===== config.mk =====
export PLATFORM = sky130hd
export DESIGN_NAME = joystick_led_scroller
export DESIGN_NICKNAME = d
export VERILOG_FILES = /design/src/rtl/jls_pkg.sv /design/src/rtl/jls_classify.sv /design/src/rtl/jls_mover.sv /design/src/rtl/joystick_led_scroller.sv
export VERILOG_INCLUDE_DIRS = /design/src /design/src/rtl
export SDC_FILE = /design/constraint.sdc
export NUM_CORES = 1
export LEC_CHECK = 0
export ABC_AREA = 1
export BUFFER_PORTS_ARGS = -buffer_cell sky130_fd_sc_hd__buf_2
export CORE_MARGIN = 3
export CORE_UTILIZATION = 30
export CTS_CLUSTER_DIAMETER = 120
export CTS_CLUSTER_SIZE = 8
export DETAILED_ROUTE_END_ITERATION = 8
export PLACE_DENSITY = 0.57
export SYNTH_ARGS = -nofsm -noshare
export SYNTH_HDL_FRONTEND = slang
export SYNTH_SLANG_ARGS = --single-unit

===== constraint.sdc =====
create_clock -name clk -period 3 [get_ports clk]
set_input_delay 0.6 -clock clk [delete_from_list [all_inputs] [get_ports clk]]
set_output_delay 0.6 -clock clk [all_outputs]
set_load 0.02 [all_outputs]

===== src/rtl/joystick_led_scroller_macros.svh =====
// ----------------------------------------------------------------------------
// Joystick LED scroller assertion macros
// Shared property shorthands for the scroller's checks.
// ----------------------------------------------------------------------------
`ifndef JOYSTICK_LED_SCROLLER_MACROS_SVH
`define JOYSTICK_LED_SCROLLER_MACROS_SVH

// Same-cycle implication.
`define JLS_ASSERT_NOW(label, ante, cons, msg) \
  label: assert property (@(posedge clk) disable iff (rst) (ante) |-> (cons)) else $error(msg);

// Next-cycle implication.
`define JLS_ASSERT_NEXT(label, ante, cons, msg) \
  label: assert property (@(posedge clk) disable iff (rst) (ante) |=> (cons)) else $error(msg);

`endif


===== src/rtl/jls_pkg.sv =====
// ----------------------------------------------------------------------------
// Joystick LED scroller package
// Types and constants shared by the scroller modules.
// ----------------------------------------------------------------------------
package jls_pkg;

  typedef enum logic [1:0] {
    PH_START = 2'd0,
    PH_WAIT  = 2'd1,
    PH_UP    = 2'd2,
    PH_DOWN  = 2'd3
  } phase_t;

  typedef enum logic [1:0] {
    DIR_LEFT   = 2'd0,
    DIR_CENTRE = 2'd1,
    DIR_RIGHT  = 2'd2
  } dir_t;

  typedef struct packed {
    dir_t       dir;
    logic [3:0] delay;
  } class_t;

  localparam logic [9:0] TH_L1 = 10'h072;
  localparam logic [9:0] TH_L2 = 10'h0E4;
  localparam logic [9:0] TH_L5 = 10'h156;
  localparam logic [9:0] TH_LA = 10'h1C8;
  localparam logic [9:0] TH_C  = 10'h238;
  localparam logic [9:0] TH_RA = 10'h2AA;
  localparam logic [9:0] TH_R5 = 10'h31C;
  localparam logic [9:0] TH_R2 = 10'h38E;

  localparam logic [3:0] DLY_0  = 4'd0;
  localparam logic [3:0] DLY_1  = 4'd1;
  localparam logic [3:0] DLY_2  = 4'd2;
  localparam logic [3:0] DLY_5  = 4'd5;
  localparam logic [3:0] DLY_10 = 4'd10;

  localparam logic [7:0] PATTERN_HIGH = 8'h80;
  localparam logic [7:0] PATTERN_LOW  = 8'h01;
  localparam logic [7:0] ROW_RESET    = 8'hFE;

endpackage


===== src/rtl/jls_classify.sv =====
// ----------------------------------------------------------------------------
// Joystick sample classifier
// Sorts a 10-bit sample into direction and shift delay.
// ----------------------------------------------------------------------------
module jls_classify (
  input  logic [9:0]      sample,
  output jls_pkg::class_t cls
);

  always_comb begin
    if (sample <= jls_pkg::TH_L1) begin
      cls = '{jls_pkg::DIR_LEFT, jls_pkg::DLY_1};
    end else if (sample <= jls_pkg::TH_L2) begin
      cls = '{jls_pkg::DIR_LEFT, jls_pkg::DLY_2};
    end else if (sample <= jls_pkg::TH_L5) begin
      cls = '{jls_pkg::DIR_LEFT, jls_pkg::DLY_5};
    end else if (sample <= jls_pkg::TH_LA) begin
      cls = '{jls_pkg::DIR_LEFT, jls_pkg::DLY_10};
    end else if (sample <= jls_pkg::TH_C) begin
      cls = '{jls_pkg::DIR_CENTRE, jls_pkg::DLY_0};
    end else if (sample <= jls_pkg::TH_RA) begin
      cls = '{jls_pkg::DIR_RIGHT, jls_pkg::DLY_10};
    end else if (sample <= jls_pkg::TH_R5) begin
      cls = '{jls_pkg::DIR_RIGHT, jls_pkg::DLY_5};
    end else if (sample <= jls_pkg::TH_R2) begin
      cls = '{jls_pkg::DIR_RIGHT, jls_pkg::DLY_2};
    end else begin
      cls = '{jls_pkg::DIR_RIGHT, jls_pkg::DLY_1};
    end
  end

endmodule


===== src/rtl/jls_mover.sv =====
// ----------------------------------------------------------------------------
// Joystick LED scroller phase machine
// Holds phase, tick counter and column pattern; steps once per word.
// ----------------------------------------------------------------------------
module jls_mover (
  input  logic            clk,
  input  logic            rst,
  input  logic            step,
  input  jls_pkg::class_t cls,
  output logic [7:0]      pattern_next
);

`include "joystick_led_scroller_macros.svh"

  jls_pkg::phase_t phase;
  jls_pkg::phase_t phase_next;
  logic [3:0]      wait_count;
  logic [3:0]      wait_count_next;
  logic [7:0]      pattern_reg;

  always_comb begin
    case (phase)
      jls_pkg::PH_WAIT: begin
        case (cls.dir)
          jls_pkg::DIR_LEFT:  phase_next = jls_pkg::PH_DOWN;
          jls_pkg::DIR_RIGHT: phase_next = jls_pkg::PH_UP;
          default:            phase_next = jls_pkg::PH_WAIT;
        endcase
      end
      default: phase_next = jls_pkg::PH_WAIT;
    endcase
  end

  always_comb begin
    pattern_next    = pattern_reg;
    wait_count_next = wait_count;
    case (phase_next)
      jls_pkg::PH_UP: begin
        if (wait_count >= cls.delay) begin
          pattern_next    = (pattern_reg == jls_pkg::PATTERN_LOW) ?
                            jls_pkg::PATTERN_HIGH : (pattern_reg >> 1);
          wait_count_next = '0;
        end else begin
          wait_count_next = wait_count + 4'd1;
        end
      end
      jls_pkg::PH_DOWN: begin
        if (wait_count >= cls.delay) begin
          pattern_next    = (pattern_reg == jls_pkg::PATTERN_HIGH) ?
                            jls_pkg::PATTERN_LOW : (pattern_reg << 1);
          wait_count_next = '0;
        end else begin
          wait_count_next = wait_count + 4'd1;
        end
      end
      default: begin
        if (phase == jls_pkg::PH_WAIT) begin
          wait_count_next = '0;
        end
      end
    endcase
  end

  always_ff @(posedge clk) begin
    if (rst) begin
      phase       <= jls_pkg::PH_START;
      wait_count  <= '0;
      pattern_reg <= jls_pkg::PATTERN_HIGH;
    end else if (step) begin
      phase       <= phase_next;
      wait_count  <= wait_count_next;
      pattern_reg <= pattern_next;
    end
  end

  `JLS_ASSERT_NOW(a_pattern_onehot, 1'b1, $onehot(pattern_reg), "column pattern not one-hot")
  `JLS_ASSERT_NOW(a_count_range, 1'b1, wait_count <= jls_pkg::DLY_10, "tick counter out of range")
  `JLS_ASSERT_NEXT(a_centre_holds, step && phase == jls_pkg::PH_WAIT && cls.dir == jls_pkg::DIR_CENTRE, phase == jls_pkg::PH_WAIT && wait_count == 4'd0, "centre did not hold wait")
  `JLS_ASSERT_NEXT(a_no_restart, step, phase != jls_pkg::PH_START, "returned to start phase")

endmodule


===== src/rtl/joystick_led_scroller.sv =====
// ----------------------------------------------------------------------------
// Joystick LED scroller
// Scrolls a one-hot column pattern left or right from joystick samples.
// ----------------------------------------------------------------------------
// Each accepted word is one tick with one joystick sample and gives exactly
// one result word. A sample passes an input register, then the classifier
// and phase update, and lands in the result register once the result
// register is free or its word is taken; a stall on out_ready holds it in
// the input register. One word is accepted per cycle while results are taken.
// The phase, tick counter and pattern update once per word, so the loop
// through that state is the single-cycle path that sets the rate.
// row_select is written through the cfg channel, resets to 0xFE, and is
// sampled into row_drive when a result is formed.
module joystick_led_scroller (
  input  logic       clk,
  input  logic       rst,
  input  logic       in_valid,
  output logic       in_ready,
  input  logic [9:0] stick_sample,
  output logic       out_valid,
  input  logic       out_ready,
  output logic [7:0] column_pattern,
  output logic [7:0] row_drive,
  output logic [1:0] direction,
  output logic [3:0] delay_code,
  input  logic       cfg_valid,
  output logic       cfg_ready,
  input  logic [7:0] cfg_data
);

  logic            s1_valid;
  logic [9:0]      s1_sample;
  logic            advance;
  logic [7:0]      row_select;
  logic [7:0]      pattern_next;
  jls_pkg::class_t cls;

  assign cfg_ready = 1'b1;
  assign advance   = s1_valid && (!out_valid || out_ready);
  assign in_ready  = !s1_valid || !out_valid || out_ready;

  always_ff @(posedge clk) begin
    if (rst) begin
      row_select <= jls_pkg::ROW_RESET;
    end else if (cfg_valid) begin
      row_select <= cfg_data;
    end
  end

  always_ff @(posedge clk) begin
    if (rst) begin
      s1_valid <= 1'b0;
    end else if (in_valid && in_ready) begin
      s1_valid <= 1'b1;
    end else if (advance) begin
      s1_valid <= 1'b0;
    end
  end

  always_ff @(posedge clk) begin
    if (in_valid && in_ready) begin
      s1_sample <= stick_sample;
    end
  end

  jls_classify u_classify (
    .sample (s1_sample),
    .cls    (cls)
  );

  jls_mover u_mover (
    .clk          (clk),
    .rst          (rst),
    .step         (advance),
    .cls          (cls),
    .pattern_next (pattern_next)
  );

  // result word
  always_ff @(posedge clk) begin
    if (rst) begin
      out_valid <= 1'b0;
    end else if (advance) begin
      out_valid <= 1'b1;
    end else if (out_ready) begin
      out_valid <= 1'b0;
    end
  end

  always_ff @(posedge clk) begin
    if (advance) begin
      column_pattern <= pattern_next;
      row_drive      <= row_select;
      direction      <= cls.dir;
      delay_code     <= cls.delay;
    end
  end

endmodule


==> impl_metrics.prom <==
# TYPE chip_impl_metric gauge
chip_impl_metric{name="final-hold-violation-count",unit=""} 0
chip_impl_metric{name="antenna-diode-count",unit=""} 0
chip_impl_metric{name="synthesis.yosys.warnings",unit=""} 0
chip_impl_info{name="library_cell_appearing_most_often_on_the_critical_path",value="sky130_fd_sc_hd__nand2_1"} 1
chip_impl_metric{name="area_occupied_by_multi_input_gates",unit="sq um"} 1300
chip_impl_metric{name="cts_inserted_buffers",unit=""} 5
chip_impl_info{name="crit_path_start_kind",value="flop"} 1
chip_impl_metric{name="gr-total-overflow",unit=""} 0
chip_impl_info{name="ctsRootBufferMaster",value="sky130_fd_sc_hd__clkbuf_8"} 1
chip_impl_info{name="critPathCaptureType",value="flop"} 1
chip_impl_metric{name="critical_path.n_buffers_inverters",unit=""} 3
chip_impl_metric{name="fin_crit_sh",unit="%"} 94.0
chip_impl_metric{name="grt_pass1_wl",unit="mm"} 10.7
chip_impl_metric{name="achievable-frequency",unit="MHz"} 355
chip_impl_metric{name="routabilityCongestion",unit=""} 0.826
chip_impl_metric{name="grt_usage",unit="%"} 11.8
chip_impl_metric{name="power_frac_clock",unit="%"} 26.8
chip_impl_metric{name="maximum_root_to_sink_buffer_count",unit=""} 2
chip_impl_info{name="worst_hold_class",value="reg2reg"} 1
chip_impl_info{name="run_status",value="completed"} 1
chip_impl_metric{name="yosysTopAreaCellShare",unit="%"} 32.4
chip_impl_info{name="min_to",value="row_drive[3]"} 1
chip_impl_metric{name="setup_tns",unit="ns"} 0
chip_impl_metric{name="synthesis.nets",unit=""} 392
chip_impl_metric{name="detailedRoute.firstIterationViolations",unit=""} 145
chip_impl_metric{name="num-fill-cells",unit=""} 992
chip_impl_info{name="hold_path_startpoint",value="row_select[3]"} 1
chip_impl_info{name="worstReg2RegStart",value="s1_sample[5]"} 1
chip_impl_metric{name="clock_latency",unit="ns"} 0.31
chip_impl_metric{name="seq_area",unit="sq um"} 1440
chip_impl_metric{name="swShare",unit="%"} 30.8
chip_impl_metric{name="slew_limit_fails",unit=""} 0
chip_impl_metric{name="ioPinCount",unit=""} 48
chip_impl_metric{name="power.density_cell_area",unit="nW/um^2"} 467
chip_impl_info{name="synth.area.top_cells",value="sky130_fd_sc_hd__edfxtp_1 (32%), sky130_fd_sc_hd__dfxtp_1 (16%), sky130_fd_sc_hd__nand2_1 (13%)"} 1
chip_impl_metric{name="power_frac_comb",unit="%"} 20.4
chip_impl_metric{name="slew_headroom",unit="%"} 47.3
chip_impl_metric{name="total_leakage_power",unit="uW"} 0.00168
chip_impl_metric{name="cts_num_sinks",unit=""} 56
chip_impl_metric{name="cts.hold.buffers_added",unit=""} 0
chip_impl_info{name="path_cells",value="inv_2 > nand2_1 > nor2_2 > nand3_2 > nand3_4 > inv_4 > nor2_1 > nand2_1 > nand2_1 > nand2_1 > ha_1 > nand2_1 > nand2_1 > nand2_2 > buf_4 > nand4_1 > nand2_1 > nor2_1 > nor2_1 > nand2_1"} 1
chip_impl_metric{name="h-tree-depth",unit=""} 2
chip_impl_metric{name="dieWidth",unit="microns"} 105
chip_impl_metric{name="finalHoldWorstSlack",unit="ns"} 0.444
chip_impl_metric{name="fraction_of_layout_instances_using_a_drive_strength_above_1",unit="%"} 26.5
chip_impl_metric{name="place_hpwl",unit="mm"} 4.89
chip_impl_metric{name="power.sequential.fraction",unit="%"} 52.9
chip_impl_metric{name="coreArea",unit="sq um"} 9420
chip_impl_metric{name="rows",unit=""} 35
chip_impl_metric{name="place.port_buffers",unit=""} 46
chip_impl_metric{name="crit_path_max_incr_delay",unit="ns"} 0.48
chip_impl_metric{name="firstDrtPassIters",unit=""} 5
chip_impl_metric{name="postRouteAntennaNets",unit=""} 0
chip_impl_metric{name="max_cap_violations",unit=""} 0
chip_impl_metric{name="area_after_detailed_placement",unit="sq um"} 3350
chip_impl_info{name="layout.cells.most_common",value="sky130_fd_sc_hd__nand2_1"} 1
chip_impl_metric{name="post_synth_inst_count",unit=""} 364
chip_impl_metric{name="antenna_found_initial",unit=""} 0
chip_impl_metric{name="synth_seq_cells",unit=""} 56
chip_impl_metric{name="grt_max_degree",unit=""} 21
chip_impl_metric{name="cp.required",unit="ns"} 3.08
chip_impl_metric{name="synth-seq-area-share",unit="%"} 48.6
chip_impl_info{name="critical-path-slowest-cell",value="sky130_fd_sc_hd__edfxtp_1"} 1
chip_impl_metric{name="routed_wire_length_per_instance",unit="microns"} 11.9
chip_impl_metric{name="synth_async_sr_flop_share",unit="%"} 0
chip_impl_metric{name="dr_total_vias",unit=""} 2496
chip_impl_metric{name="mapped_area",unit="sq um"} 2970
chip_impl_metric{name="drt-total-wl",unit="mm"} 6.63
chip_impl_info{name="largest_register",value="s1_sample"} 1
chip_impl_metric{name="first_global_vias",unit=""} 2308
chip_impl_metric{name="largest_reg_flops",unit=""} 10
chip_impl_metric{name="internal_power",unit="uW"} 1160
chip_impl_metric{name="power.switching",unit="uW"} 518
chip_impl_metric{name="vias_per_cell",unit=""} 4.47
chip_impl_metric{name="ir_worst_vdd",unit="mV"} 0.232
chip_impl_metric{name="post-route-cell-area",unit="sq um"} 3600
chip_impl_info{name="path_delay_family",value="simple AND/OR/NAND/NOR gates"} 1
chip_impl_metric{name="post-route-worst-setup-slack",unit="ns"} 0.180
chip_impl_metric{name="synth.avg_cell_area",unit="sq um"} 8.15
chip_impl_metric{name="start_util",unit="%"} 31.5
chip_impl_metric{name="synth_cell_type_count",unit=""} 38
chip_impl_metric{name="final_net_count",unit=""} 457
chip_impl_metric{name="cp.arrival",unit="ns"} 2.90
chip_impl_info{name="synth.largest_area_cell",value="sky130_fd_sc_hd__edfxtp_1"} 1
chip_impl_info{name="regToRegEndpoint",value="column_pattern[2]"} 1
chip_impl_metric{name="whs_path_depth",unit=""} 0
chip_impl_metric{name="die_area",unit="sq um"} 11100
chip_impl_metric{name="route.detailed.drc",unit=""} 0
chip_impl_metric{name="area_delta_synth_final",unit="%"} 21.4
chip_impl_info{name="cts_tree",value="yes"} 1
chip_impl_metric{name="timing_worst_slew_pin_value",unit="ns"} 0.787
chip_impl_metric{name="timing.final.setup_violations",unit=""} 0
chip_impl_metric{name="synth-edff-count",unit=""} 32
chip_impl_metric{name="placement.setup.worst_slack",unit="ns"} 0.128
chip_impl_metric{name="ff2ff_setup_slack",unit="ns"} 0.18
chip_impl_metric{name="worst_clock_skew",unit="ns"} 0.0110
chip_impl_info{name="synth_ff_type",value="sky130_fd_sc_hd__edfxtp_1"} 1
chip_impl_metric{name="critical_path.max_fanout",unit=""} 6
chip_impl_metric{name="clkTransAtPathRegs",unit="ns"} 0.12
chip_impl_info{name="most_used_cells_in_the_layout_excluding_fill_and_tap_cells",value="sky130_fd_sc_hd__nand2_1 (104), sky130_fd_sc_hd__buf_2 (46), sky130_fd_sc_hd__inv_1 (44), sky130_fd_sc_hd__nor2_1 (37), sky130_fd_sc_hd__edfxtp_1 (32)"} 1
chip_impl_metric{name="timing.final.crit_period",unit="ns"} 2.82
chip_impl_metric{name="die_height",unit="microns"} 105
chip_impl_metric{name="utilization",unit="%"} 38.2
chip_impl_metric{name="reg2regPathDepth",unit=""} 20
chip_impl_info{name="path_class",value="reg2reg"} 1
metal layers:
| metal | global-route usage [%] | vias up | part of all wire, % |
|---|---|---|---|
| met2 | 18.6 | 50 | 46 |
| met3 | 2.02 | 2 | 3.6 |
| met1 | 16.5 | 1134 | 49 |
| met4 | 3.37 | 0 | 0.81 |
| li1 | - | 1310 | - |
| met5 | 0 | - | 0 |
how the worst max path moves through the flow:
| stage | endpoint | from | cells past startpoint | slack, ns |
|---|---|---|---|---|
| 2_1_floorplan | column_pattern[7] | s1_sample[4] | 20 | 0.38 |
| 3_3_place_gp | column_pattern[7] | s1_sample[0] | 16 | 0.15 |
| 3_5_place_dp | column_pattern[7] | s1_sample[4] | 16 | 0.13 |
| 4_1_cts | u_mover.pattern_reg[0] | s1_sample[4] | 20 | 0.1 |
| 5_1_grt | u_mover.pattern_reg[2] | s1_sample[5] | 22 | -0.11 |
| 6_report | column_pattern[2] | s1_sample[5] | 20 | 0.18 |
synth_stat cells (3+ instances only):
master	instances
sky130_fd_sc_hd__nand2_1	105
sky130_fd_sc_hd__inv_1	45
sky130_fd_sc_hd__nor2_1	40
sky130_fd_sc_hd__edfxtp_1	32
sky130_fd_sc_hd__nand3_1	25
sky130_fd_sc_hd__dfxtp_1	24
sky130_fd_sc_hd__a21oi_1	15
sky130_fd_sc_hd__nand4_1	12
sky130_fd_sc_hd__o21ai_0	6
sky130_fd_sc_hd__ha_1	5
sky130_fd_sc_hd__nand2_2	5
sky130_fd_sc_hd__nor2_2	5
sky130_fd_sc_hd__nand3_2	4
sky130_fd_sc_hd__nor3_1	4
sky130_fd_sc_hd__buf_6	3
sky130_fd_sc_hd__clkbuf_1	3
sky130_fd_sc_hd__nand2_4	3
area by class of cell:
cell class	count	area share [%]
Inverter	50	5.42
Multi-Input combinational cell	248	36.2
Tap cell	129	4.48
Sequential cell	56	40.0
Timing Repair Buffer	68	11.0
Clock inverter	3	0.938
Clock buffer	5	1.91
cells by family after synthesis:
logic type	Yosys count	synth area share (%)
AO/OA/AOI/OAI	29	5.61
AND/OR/NAND/NOR	211	34.0
flip-flops	56	48.6
XOR/XNOR	2	0.591
other	1	0.126
adder cells (fa/ha/maj)	5	2.11
buffers and inverters	60	8.94
repair_timing:
| action | CTS | global route |
|---|---|---|
| endpoints found under the setup margin | 0 | 20 |
| setup buffers | 0 | 13 |
| resized for setup | 0 | 11 |
stage by stage:
step           cells  power [uW]
2_1_floorplan    364        1140
3_3_place_gp     538        1230
3_5_place_dp     538        1230
4_1_cts          546        1680
5_1_grt          559        1780
6_report         559        1680
power by group through the flow:
stage / Clock (uW) / Sequential, uW / Combinational, uW
after floorplan: 0 / 920 / 220
after global placement: 0 / 909 / 316
after detailed placement: 0 / 909 / 317
after CTS: 469 / 891 / 318
after global routing: 500 / 895 / 388
final: 450 / 890 / 343
Power figures use the tool's default switching activity.
